`src/hdl/uer_pkg.sv`:
```
// ----------------------------------------------------------------------------
// uer_pkg
// Types and constants shared by the echo ranging controller, its datapath,
// its channel interfaces and its checker.
// ----------------------------------------------------------------------------
package uer_pkg;

	// Register indexes on the configuration channel.
	localparam int CFG_IDX_W = 1;
	localparam logic [CFG_IDX_W-1:0] REG_TICKS_PER_MS  = 1'd0;
	localparam logic [CFG_IDX_W-1:0] REG_TRIGGER_TICKS = 1'd1;

	localparam logic [15:0] TICKS_PER_MS_RST  = 16'd1000;
	localparam logic [15:0] TRIGGER_TICKS_RST = 16'd10;

	localparam int SENSOR_COUNT = 8;

	// Conversion constants.
	localparam logic [9:0]  US_PER_MS   = 10'd1000;
	localparam logic [6:0]  CM_SCALE    = 7'd100;
	localparam int          AIR_W       = 13;
	localparam logic [12:0] AIR_BASE    = 13'd3313;
	localparam logic [12:0] AIR_SLOPE   = 13'd6;
	// floor(a / 100) == (a * 5243) >> 19 for every a below 43699.
	localparam logic [12:0] RECIP_100   = 13'd5243;
	localparam int          RECIP_SHIFT = 19;

	typedef struct packed {
		logic       cmd;
		logic       echo_level;
		logic [2:0] sensor_index;
		logic [7:0] temperature_c;
	} tick_item_t;

	typedef struct packed {
		logic [7:0]  trigger_lines;
		logic        busy_res;
		logic        done_res;
		logic        no_echo;
		logic [15:0] microseconds;
		logic [10:0] centimeters;
	} result_item_t;

	typedef enum logic [1:0] {
		PH_IDLE,
		PH_TRIG,
		PH_WAIT,
		PH_MEAS
	} phase_t;

	typedef enum logic [1:0] {
		SQ_READY,
		SQ_DIV1,
		SQ_MUL2,
		SQ_DIV2
	} seq_t;

	typedef struct packed {
		logic tick;
		logic cnt_clear;
		logic latch;
		logic pulse_inc;
		logic trig_on;
		logic busy;
		logic done;
		logic noecho;
		logic push;
		logic from_div;
		logic mul1;
		logic mul2;
		logic div_step;
	} uer_cmd_t;

	typedef struct packed {
		logic start_req;
		logic rise;
		logic fall;
		logic wrapped;
		logic trig_done;
		logic div_busy;
		logic out_full;
	} uer_stat_t;

endpackage

```
`src/hdl/uer_tick_if.sv`:
```
// ----------------------------------------------------------------------------
// uer_tick_if
// Channel that carries one timer tick with its echo level, start request, sensor index and temperature.
// ----------------------------------------------------------------------------
interface uer_tick_if;
	import uer_pkg::*;

	logic       valid;
	logic       ready;
	tick_item_t data;

	modport source(output valid, output data, input ready);
	modport sink(input valid, input data, output ready);
endinterface

```
`src/hdl/uer_result_if.sv`:
```
// ----------------------------------------------------------------------------
// uer_result_if
// Channel that carries one result item per tick.
// ----------------------------------------------------------------------------
interface uer_result_if;
	import uer_pkg::*;

	logic         valid;
	logic         ready;
	result_item_t data;

	modport source(output valid, output data, input ready);
	modport sink(input valid, input data, output ready);
endinterface

```
`src/hdl/uer_cfg_if.sv`:
```
// ----------------------------------------------------------------------------
// uer_cfg_if
// Register write channel: register index and write data.
// ----------------------------------------------------------------------------
interface uer_cfg_if;
	import uer_pkg::*;

	logic                 valid;
	logic                 ready;
	logic [CFG_IDX_W-1:0] index;
	logic [15:0]          data;

	modport source(output valid, output index, output data, input ready);
	modport sink(input valid, input index, input data, output ready);
endinterface

```
`src/hdl/uer_ctrl.sv`:
```
// ----------------------------------------------------------------------------
// uer_ctrl
// Measurement phase machine and conversion sequencer. Decodes each tick into
// datapath commands and steps the two divisions that end a measurement.
// ----------------------------------------------------------------------------
module uer_ctrl (
	input  logic              clk,
	input  logic              arst_n,
	input  logic              in_valid,
	output logic              in_ready,
	input  uer_pkg::uer_stat_t st,
	output uer_pkg::uer_cmd_t  cmd
);
	import uer_pkg::*;

	phase_t phase_q, phase_d;
	seq_t   seq_q, seq_d;
	logic   take;

	assign in_ready = (seq_q == SQ_READY) && !st.out_full;
	assign take     = in_valid && in_ready;

	always_ff @(posedge clk or negedge arst_n) begin
		if (!arst_n) begin
			phase_q <= PH_IDLE;
			seq_q   <= SQ_READY;
		end else begin
			phase_q <= phase_d;
			seq_q   <= seq_d;
		end
	end

	always_comb begin
		phase_d = phase_q;
		seq_d   = seq_q;
		case (seq_q)
			SQ_READY: begin
				if (take) begin
					case (phase_q)
						PH_IDLE: begin
							if (st.start_req) phase_d = PH_TRIG;
						end
						PH_TRIG: begin
							if (st.trig_done) phase_d = PH_WAIT;
						end
						PH_WAIT: begin
							if (st.rise) phase_d = PH_MEAS;
							else if (st.wrapped) phase_d = PH_IDLE;
						end
						PH_MEAS: begin
							if (st.fall) begin
								phase_d = PH_IDLE;
								seq_d   = SQ_DIV1;
							end else if (st.wrapped) begin
								phase_d = PH_IDLE;
							end
						end
						default: phase_d = PH_IDLE;
					endcase
				end
			end
			SQ_DIV1: begin
				if (!st.div_busy) seq_d = SQ_MUL2;
			end
			SQ_MUL2: seq_d = SQ_DIV2;
			SQ_DIV2: begin
				if (!st.div_busy) seq_d = SQ_READY;
			end
			default: seq_d = SQ_READY;
		endcase
	end

	always_comb begin
		cmd = '0;
		case (seq_q)
			SQ_READY: begin
				if (take) begin
					cmd.tick = 1'b1;
					cmd.push = 1'b1;
					case (phase_q)
						PH_IDLE: begin
							if (st.start_req) begin
								cmd.latch   = 1'b1;
								cmd.trig_on = 1'b1;
								cmd.busy    = 1'b1;
							end
						end
						PH_TRIG: begin
							cmd.busy = 1'b1;
							if (!st.trig_done) begin
								cmd.pulse_inc = 1'b1;
								cmd.trig_on   = 1'b1;
							end
						end
						PH_WAIT: begin
							if (st.rise) begin
								cmd.cnt_clear = 1'b1;
								cmd.busy      = 1'b1;
							end else if (st.wrapped) begin
								cmd.done   = 1'b1;
								cmd.noecho = 1'b1;
							end else begin
								cmd.busy = 1'b1;
							end
						end
						PH_MEAS: begin
							if (st.fall) begin
								// The result is pushed once both divisions finish.
								cmd.mul1 = 1'b1;
								cmd.push = 1'b0;
							end else if (st.wrapped) begin
								cmd.done   = 1'b1;
								cmd.noecho = 1'b1;
							end else begin
								cmd.busy = 1'b1;
							end
						end
						default: cmd.push = 1'b1;
					endcase
				end
			end
			SQ_DIV1: begin
				cmd.div_step = st.div_busy;
			end
			SQ_MUL2: begin
				cmd.mul2 = 1'b1;
			end
			SQ_DIV2: begin
				if (st.div_busy) begin
					cmd.div_step = 1'b1;
				end else begin
					cmd.push     = 1'b1;
					cmd.from_div = 1'b1;
				end
			end
			default: cmd = '0;
		endcase
	end

endmodule

```
`src/hdl/uer_dp.sv`:
```
// ----------------------------------------------------------------------------
// uer_dp
// Ranging datapath: configuration registers, tick and pulse counters, edge
// detection, speed of sound, a shared restoring divider and a two-entry
// result queue.
// ----------------------------------------------------------------------------
module uer_dp #(
	parameter int COUNTER_WIDTH = 16
) (
	input  logic                          clk,
	input  logic                          arst_n,
	input  uer_pkg::tick_item_t           in_data,
	input  logic                          cfg_we,
	input  logic [uer_pkg::CFG_IDX_W-1:0] cfg_index,
	input  logic [15:0]                   cfg_data,
	input  uer_pkg::uer_cmd_t             cmd,
	output uer_pkg::uer_stat_t            st,
	output logic                          out_valid,
	input  logic                          out_ready,
	output uer_pkg::result_item_t         out_data
);
	import uer_pkg::*;

	// Dividend width covers both count * 1000 and microseconds * 100.
	localparam int DW  = (COUNTER_WIDTH + 10 > 23) ? COUNTER_WIDTH + 10 : 23;
	localparam int DCW = $clog2(DW + 1);

	logic [15:0]              tpm_q;
	logic [15:0]              trig_ticks_q;
	logic [COUNTER_WIDTH-1:0] cnt_q;
	logic [15:0]              pulse_q;
	logic                     prev_q;
	logic [2:0]               sensor_q;
	logic [AIR_W-1:0]         a_q;
	logic [6:0]               hund_q;
	logic [AIR_W-1:0]         air_q;

	logic [DW-1:0]  dvd_q;
	logic [15:0]    rem_q;
	logic [15:0]    dvs_q;
	logic [DCW-1:0] dcnt_q;
	logic [15:0]    us_q;

	logic [15:0]       trig_len;
	logic [16:0]       rem_sh;
	logic [16:0]       rem_sub;
	logic              q_bit;
	logic [2:0]        sensor_sel;
	logic [7:0]        trig_bits;
	logic [2*AIR_W-1:0] recip_prod;
	result_item_t      push_data;

	result_item_t slot_q [2];
	logic [1:0]   fill_q;
	logic [1:0]   fill_after;
	logic         pop;

	always_ff @(posedge clk or negedge arst_n) begin
		if (!arst_n) begin
			tpm_q        <= TICKS_PER_MS_RST;
			trig_ticks_q <= TRIGGER_TICKS_RST;
		end else if (cfg_we) begin
			case (cfg_index)
				REG_TICKS_PER_MS:  tpm_q        <= cfg_data;
				REG_TRIGGER_TICKS: trig_ticks_q <= cfg_data;
				default: ;
			endcase
		end
	end

	assign trig_len = (trig_ticks_q == 16'd0) ? 16'd1 : trig_ticks_q;

	always_ff @(posedge clk or negedge arst_n) begin
		if (!arst_n) begin
			cnt_q    <= '0;
			prev_q   <= 1'b0;
			pulse_q  <= '0;
			sensor_q <= '0;
		end else begin
			if (cmd.tick) begin
				prev_q <= in_data.echo_level;
				cnt_q  <= cmd.cnt_clear ? '0 : cnt_q + 1'b1;
			end
			if (cmd.latch) begin
				sensor_q <= in_data.sensor_index;
				pulse_q  <= 16'd1;
			end else if (cmd.pulse_inc) begin
				pulse_q <= pulse_q + 16'd1;
			end
		end
	end

	// Speed of sound passes through a_q, hund_q and air_q after the start tick
	// and settles long before the first division can finish.
	assign recip_prod = (2*AIR_W)'(a_q) * (2*AIR_W)'(RECIP_100);

	always_ff @(posedge clk) begin
		if (cmd.latch) begin
			a_q <= AIR_BASE + AIR_W'(in_data.temperature_c) * AIR_SLOPE;
		end
		hund_q <= recip_prod[RECIP_SHIFT +: 7];
		air_q  <= a_q - (AIR_W'(hund_q) << 4) + AIR_W'(hund_q);
	end

	assign rem_sh  = {rem_q, dvd_q[DW-1]};
	assign rem_sub = rem_sh - {1'b0, dvs_q};
	assign q_bit   = (rem_sh >= {1'b0, dvs_q});

	always_ff @(posedge clk or negedge arst_n) begin
		if (!arst_n) begin
			dcnt_q <= '0;
		end else if (cmd.mul1 || cmd.mul2) begin
			dcnt_q <= DCW'(DW);
		end else if (cmd.div_step) begin
			dcnt_q <= dcnt_q - 1'b1;
		end
	end

	always_ff @(posedge clk) begin
		if (cmd.mul1) begin
			dvd_q <= DW'(cnt_q) * DW'(US_PER_MS);
			rem_q <= '0;
			dvs_q <= (tpm_q == 16'd0) ? 16'd1 : tpm_q;
		end else if (cmd.mul2) begin
			us_q  <= dvd_q[15:0];
			dvd_q <= DW'(dvd_q[15:0]) * DW'(CM_SCALE);
			rem_q <= '0;
			dvs_q <= 16'(air_q);
		end else if (cmd.div_step) begin
			rem_q <= q_bit ? rem_sub[15:0] : rem_sh[15:0];
			dvd_q <= {dvd_q[DW-2:0], q_bit};
		end
	end

	assign sensor_sel = cmd.latch ? in_data.sensor_index : sensor_q;
	assign trig_bits  = (cmd.trig_on && (int'(sensor_sel) < SENSOR_COUNT))
		? (8'd1 << sensor_sel) : 8'd0;

	always_comb begin
		push_data = '0;
		if (cmd.from_div) begin
			push_data.done_res     = 1'b1;
			push_data.microseconds = us_q;
			push_data.centimeters  = dvd_q[11:1];
		end else begin
			push_data.trigger_lines = trig_bits;
			push_data.busy_res      = cmd.busy;
			push_data.done_res      = cmd.done;
			push_data.no_echo       = cmd.noecho;
		end
	end

	assign pop        = (fill_q != 2'd0) && out_ready;
	assign fill_after = fill_q - {1'b0, pop};

	always_ff @(posedge clk or negedge arst_n) begin
		if (!arst_n) begin
			fill_q <= '0;
		end else begin
			fill_q <= fill_after + {1'b0, cmd.push};
		end
	end

	always_ff @(posedge clk) begin
		if (pop) begin
			slot_q[0] <= slot_q[1];
		end
		if (cmd.push) begin
			slot_q[fill_after[0]] <= push_data;
		end
	end

	assign out_valid = (fill_q != 2'd0);
	assign out_data  = slot_q[0];

	assign st.start_req = in_data.cmd;
	assign st.rise      = !prev_q && in_data.echo_level;
	assign st.fall      = prev_q && !in_data.echo_level;
	assign st.wrapped   = &cnt_q;
	assign st.trig_done = (pulse_q >= trig_len);
	assign st.div_busy  = (dcnt_q != '0);
	assign st.out_full  = (fill_q == 2'd2);

endmodule

```
`src/hdl/ultrasonic_echo_ranging_unit.sv`:
```
// ----------------------------------------------------------------------------
// ultrasonic_echo_ranging_unit
// Ultrasonic time-of-flight ranging: trigger pulse, echo timing, and
// conversion of the echo width into microseconds and centimeters.
// ----------------------------------------------------------------------------
//   Channel  Role   Payload                              Transaction
//   tick     sink   cmd, echo_level, sensor, temperature one timer tick
//   result   source trigger, busy, done, no_echo, us, cm one result per tick
//   cfg      sink   index, data                          one register write
//
// The tick that ends a measurement on the echo falling edge starts two
// divisions with a dividend of DW = max(COUNTER_WIDTH+10, 23) bits on the
// shared restoring divider, one quotient bit a cycle; tick waits until both end.
// Reset is asynchronous and active low; no clearing pass follows it.
// Results wait in a two-entry queue; outside a conversion, tick is held off
// only while that queue is full.
// ----------------------------------------------------------------------------
module ultrasonic_echo_ranging_unit #(
	parameter int COUNTER_WIDTH = 16
) (
	input logic        clk,
	input logic        arst_n,
	uer_tick_if.sink   tick,
	uer_result_if.source result,
	uer_cfg_if.sink    cfg
);
	import uer_pkg::*;

	uer_cmd_t  cmd;
	uer_stat_t st;

	assign cfg.ready = 1'b1;

	uer_ctrl u_ctrl (
		.clk      (clk),
		.arst_n   (arst_n),
		.in_valid (tick.valid),
		.in_ready (tick.ready),
		.st       (st),
		.cmd      (cmd)
	);

	uer_dp #(
		.COUNTER_WIDTH (COUNTER_WIDTH)
	) u_dp (
		.clk       (clk),
		.arst_n    (arst_n),
		.in_data   (tick.data),
		.cfg_we    (cfg.valid),
		.cfg_index (cfg.index),
		.cfg_data  (cfg.data),
		.cmd       (cmd),
		.st        (st),
		.out_valid (result.valid),
		.out_ready (result.ready),
		.out_data  (result.data)
	);

endmodule

```
`src/flat_wrapper.sv`:
```
// flat-port wrapper written by rule: the top's interface ports become plain ports
module ultrasonic_echo_ranging_unit_flat import uer_pkg::*;
#(
	parameter int COUNTER_WIDTH = 16
)
  (clk, arst_n, tick_valid, tick_data, tick_ready, result_valid, result_data, result_ready, cfg_valid, cfg_index, cfg_data, cfg_ready);
  uer_tick_if tick_i ();
  uer_result_if result_i ();
  uer_cfg_if cfg_i ();
  input logic clk;
  input logic arst_n;
  input wire logic [$bits(tick_i.valid)-1:0] tick_valid;
  input wire logic [$bits(tick_i.data)-1:0] tick_data;
  output wire logic [$bits(tick_i.ready)-1:0] tick_ready;
  output wire logic [$bits(result_i.valid)-1:0] result_valid;
  output wire logic [$bits(result_i.data)-1:0] result_data;
  input wire logic [$bits(result_i.ready)-1:0] result_ready;
  input wire logic [$bits(cfg_i.valid)-1:0] cfg_valid;
  input wire logic [$bits(cfg_i.index)-1:0] cfg_index;
  input wire logic [$bits(cfg_i.data)-1:0] cfg_data;
  output wire logic [$bits(cfg_i.ready)-1:0] cfg_ready;
  assign tick_i.valid = tick_valid;
  assign tick_i.data = tick_data;
  assign tick_ready = tick_i.ready;
  assign result_valid = result_i.valid;
  assign result_data = result_i.data;
  assign result_i.ready = result_ready;
  assign cfg_i.valid = cfg_valid;
  assign cfg_i.index = cfg_index;
  assign cfg_i.data = cfg_data;
  assign cfg_ready = cfg_i.ready;
  ultrasonic_echo_ranging_unit #(.COUNTER_WIDTH(COUNTER_WIDTH)) u_core (.clk(clk), .arst_n(arst_n), .tick(tick_i), .result(result_i), .cfg(cfg_i));
endmodule
```
`config.mk`:
```
export PLATFORM = sky130hd
export DESIGN_NAME = ultrasonic_echo_ranging_unit_flat
export DESIGN_NICKNAME = d
export VERILOG_FILES = /design/src/hdl/uer_pkg.sv /design/src/hdl/uer_tick_if.sv /design/src/hdl/uer_result_if.sv /design/src/hdl/uer_cfg_if.sv /design/src/hdl/uer_ctrl.sv /design/src/hdl/uer_dp.sv /design/src/hdl/ultrasonic_echo_ranging_unit.sv /design/src/flat_wrapper.sv
export SDC_FILE = /design/constraint.sdc
export NUM_CORES = 1
export LEC_CHECK = 0
export BUFFER_PORTS_ARGS = -buffer_cell sky130_fd_sc_hd__buf_4
export CAP_MARGIN = 20
export CORE_MARGIN = 8
export CORE_UTILIZATION = 69
export DETAILED_ROUTE_END_ITERATION = 7
export GPL_TIMING_DRIVEN = 0
export PLACE_DENSITY = 0.88
export SLEW_MARGIN = 10
export SYNTH_ARGS = -nofsm -noshare
export SYNTH_HDL_FRONTEND = slang
export SYNTH_SLANG_ARGS = --single-unit
```
`constraint.sdc`:
```
create_clock -name clk -period 7.2 [get_ports clk]
set_input_delay 0.72 -clock clk [delete_from_list [all_inputs] [get_ports clk]]
set_output_delay 0.72 -clock clk [all_outputs]
set_load 0.1 [all_outputs]
```
==> flow_metrics.tcl <==
set metrics [dict create \
    timing.final.crit_period_ns 5.320 \
    critPathRequiredTime_ns 7.67 \
    slew_violations 0 \
    grt_max_degree 80 \
    end_kind "flop" \
    cts_sinks 261 \
    max-slew-margin-rel 0.3526 \
    synthesis.area_um2 20000 \
    antenna_left 0 \
    avgSynthCellArea_um2 10.42 \
    syn_nets 2345 \
    overflow 0 \
    drive_gt1_frac 0.1083 \
    routed_wl_um 46460 \
    crit_chain "fa_1, ha_1, fa_1, fa_1, inv_1, fa_1, inv_1, ha_1, a211o_1, a21oi_1, a21boi_0, o31a_1, o21ai_1, nand2b_1, a21oi_1, xnor2_1" \
    outcome "finished, final reports clean" \
    cp_data_arrival_time_ns 5.79 \
    area_delta_synth_final_pct 10.67 \
    fin_nets 2453 \
    drt-pass1-iter-count 7 \
    ys_async_sr_fraction 0.3027 \
    rsz0062_at_grt "false" \
    cap_violations 0 \
    min-delay-path-class "input port to asynchronous set/reset pin" \
    root_buffer "clkbuf_16" \
    antenna_found_initial 0 \
    rows 62 \
    cpMaxStageDelayCell "edfxtp_1" \
    cpPeakStageDelay_ns 0.70 \
    die_x_um 186.2 \
    final-hold-violation-count 0 \
    place.gp.congestion 0.9026 \
    dieHeight_um 186.2 \
    globalRouteMet3Util 0.04856 \
    finalClockSkew_ns 0.01171 \
    numPortBuffers 74 \
    syn_inst 1919 \
    start_kind "flop" \
    ys.flop_type "edfxtp_1" \
    tightest_slew_ns 0.9687 \
    cts_buffers 28 \
    grt_usage 0.2733 \
    final.period_utilization 0.7389 \
    cts_tree "yes" \
    post-cts-setup-buffers 0 \
    cp_max_fo 8 \
    place_area_um2 21080 \
    coreArea_um2 28630 \
    grtUsageMet2 0.4870 \
    drt_iter0_markers 932 \
    multiInputGateArea_um2 11510 \
    vias 14680 \
    busiest_layer "met2" \
    cp_top_family "adder cells" \
    path_class "flop to flop" \
    fin_area_um2 22130 \
    final.setup.worst_slack_ns 1.880 \
    die_area_um2 34690 \
    grt_pass1_wl_um 75800 \
    fillers 1674 \
    yosysSeqAreaShare 0.3531 \
    path_common_cell "fa_1" \
    grt_use_met1 0.3287 \
    place_hpwl_um 35000 \
    vias_per_cell 6.032 \
    cts_resized 0 \
    wl_per_cell_um 19.10 \
    cts_buffer_depth 3 \
    final-seq-area_um2 7062 \
    max_clock_freq_ghz 0.1880 \
    cts_max_level 1 \
    setup_viol 0 \
    hold_buffers 0 \
    grt_pass1_vias 15230 \
    critical_path_buf_inv_count 2 \
    fin_tns_setup_ns 0 \
    yosysTopAreaCell "edfxtp_1" \
    path_clk_slew_ns 0.07 \
    synth_edf_count 143 \
    synth_most_common_cell "inv_1" \
    place_ws_ns 1.906 \
    drc 0 \
    start_util 0.6986 \
    yosys_warnings 0 \
    synth_top_cell_area_share 0.2147 \
    clock_latency_ns 0.56 \
    antenna_cells 0 \
    ioPinCount 76 \
    synth.area.top_cells "edfxtp_1 21%, ha_1 17%, fa_1 13%" \
    ys_seq_elements 261 \
    ys_top_cells_by_count "328 x inv_1, 264 x ha_1, 143 x edfxtp_1" \
    synth_cell_types 77 \
]
[sequential cells by signal (all words and copies together), names as in the netlist, 5 cells and up]
| register | cells |
|---|---|
| u_core.u_dp.us_q | 16 |
| u_core.u_dp.pulse_q | 16 |
| u_core.u_dp.cnt_q | 16 |
| u_core.u_dp.dvd_q | 26 |
| u_core.u_dp.air_q | 13 |
| u_core.u_dp.slot_q | 76 |
| u_core.u_dp.tpm_q | 16 |
| u_core.u_dp.trig_ticks_q | 16 |
| u_core.u_dp.rem_q | 16 |
| u_core.u_dp.hund_q | 7 |
| u_core.u_dp.a_q | 12 |
| u_core.u_dp.dvs_q | 16 |
| u_core.u_dp.dcnt_q | 5 |
[cell families (layout without fill, tap and decap cells)]
| logic type | count (synthesis) | after routing | synth area share |
|---|---|---|---|
| fa+ha+maj | 391 | 391 | 0.2923 |
| flops | 261 | 261 | 0.3531 |
| compound gates | 349 | 349 | 0.1147 |
| xor+xnor | 90 | 90 | 0.03942 |
| other cells | 1 | 1 | 0.0001875 |
| simple gates | 380 | 380 | 0.09072 |
| mux | 68 | 68 | 0.03792 |
| buf+inv | 379 | 509 | 0.07164 |
[metal layers]
layer  vias up  share of wire
li1       6789              -
met1      7187           0.39
met2       575           0.50
met3       124          0.072
met4         0          0.032
met5         -              0
[placed cells by master (no fill, tap or decap), drive strengths merged, types with 11 or more instances in the layout]
master and count:
nand2 98, nand2b 11, nor3 33, a211oi 23
a21oi 96, dfrtp 71, nand3 30, nand4 14
buf 89, and3 28, o21a 12, o21ai 85
xor2 33, a21o 32, nor2 104, mux2 62
edfxtp 143, fa 127, nor2b 16, inv 335
dfxtp 39, xnor2 57, clkbuf 73, ha 264
[area by class of cell]
| type | count | share of cell area |
|---|---|---|
| repair buffers | 78 | 0.02827 |
| multi-input cells | 1279 | 0.5199 |
| flip-flops and latches | 261 | 0.3191 |
| clock buffers | 38 | 0.03658 |
| inverters | 333 | 0.05648 |
| well taps | 384 | 0.02171 |
| clock inverters | 14 | 0.009724 |
| plain buffers | 46 | 0.008254 |
[through the flow]
stage	cells	utilization	hold slack, ns
after floorplan	1919	-	0.4244
after global placement	2377	0.7348	0.4466
after global routing	2433	0.7731	0.04766
after detailed placement	2380	0.7364	0.4839
final	2433	0.7731	0.03525
after CTS	2432	0.7722	0.3396
[worst paths after layout]
path | start | endpoint | slack (ns) | cells past startpoint
setup / recovery | u_core.u_dp.a_q[10]$_DFFE_PP_ | u_core.u_dp.hund_q[4]$_DFF_P_ | 1.88 | 16
hold / removal | arst_n | u_core.u_dp.cnt_q[4]$_DFFE_PN0P_ | 0.04 | 1
setup reg to reg | u_core.u_dp.a_q[10]$_DFFE_PP_ | u_core.u_dp.hund_q[4]$_DFF_P_ | 1.88 | 16
hold reg to reg | u_core.u_dp.rem_q[0]$_SDFFE_PN0P_ | u_core.u_dp.rem_q[0]$_SDFFE_PN0P_ | 0.49 | 2
max in group asynchronous | arst_n | u_core.u_dp.tpm_q[8]$_DFFE_PN1P_ | 6.48 | 2
min in group clk | tick_data[0] | u_core.u_dp.a_q[1]$_DFFE_PP_ | 0.36 | 1
Power is left out: the tool's default activity adds up to more than one toggle a clock period on the data nets, which glitch-free logic cannot reach.
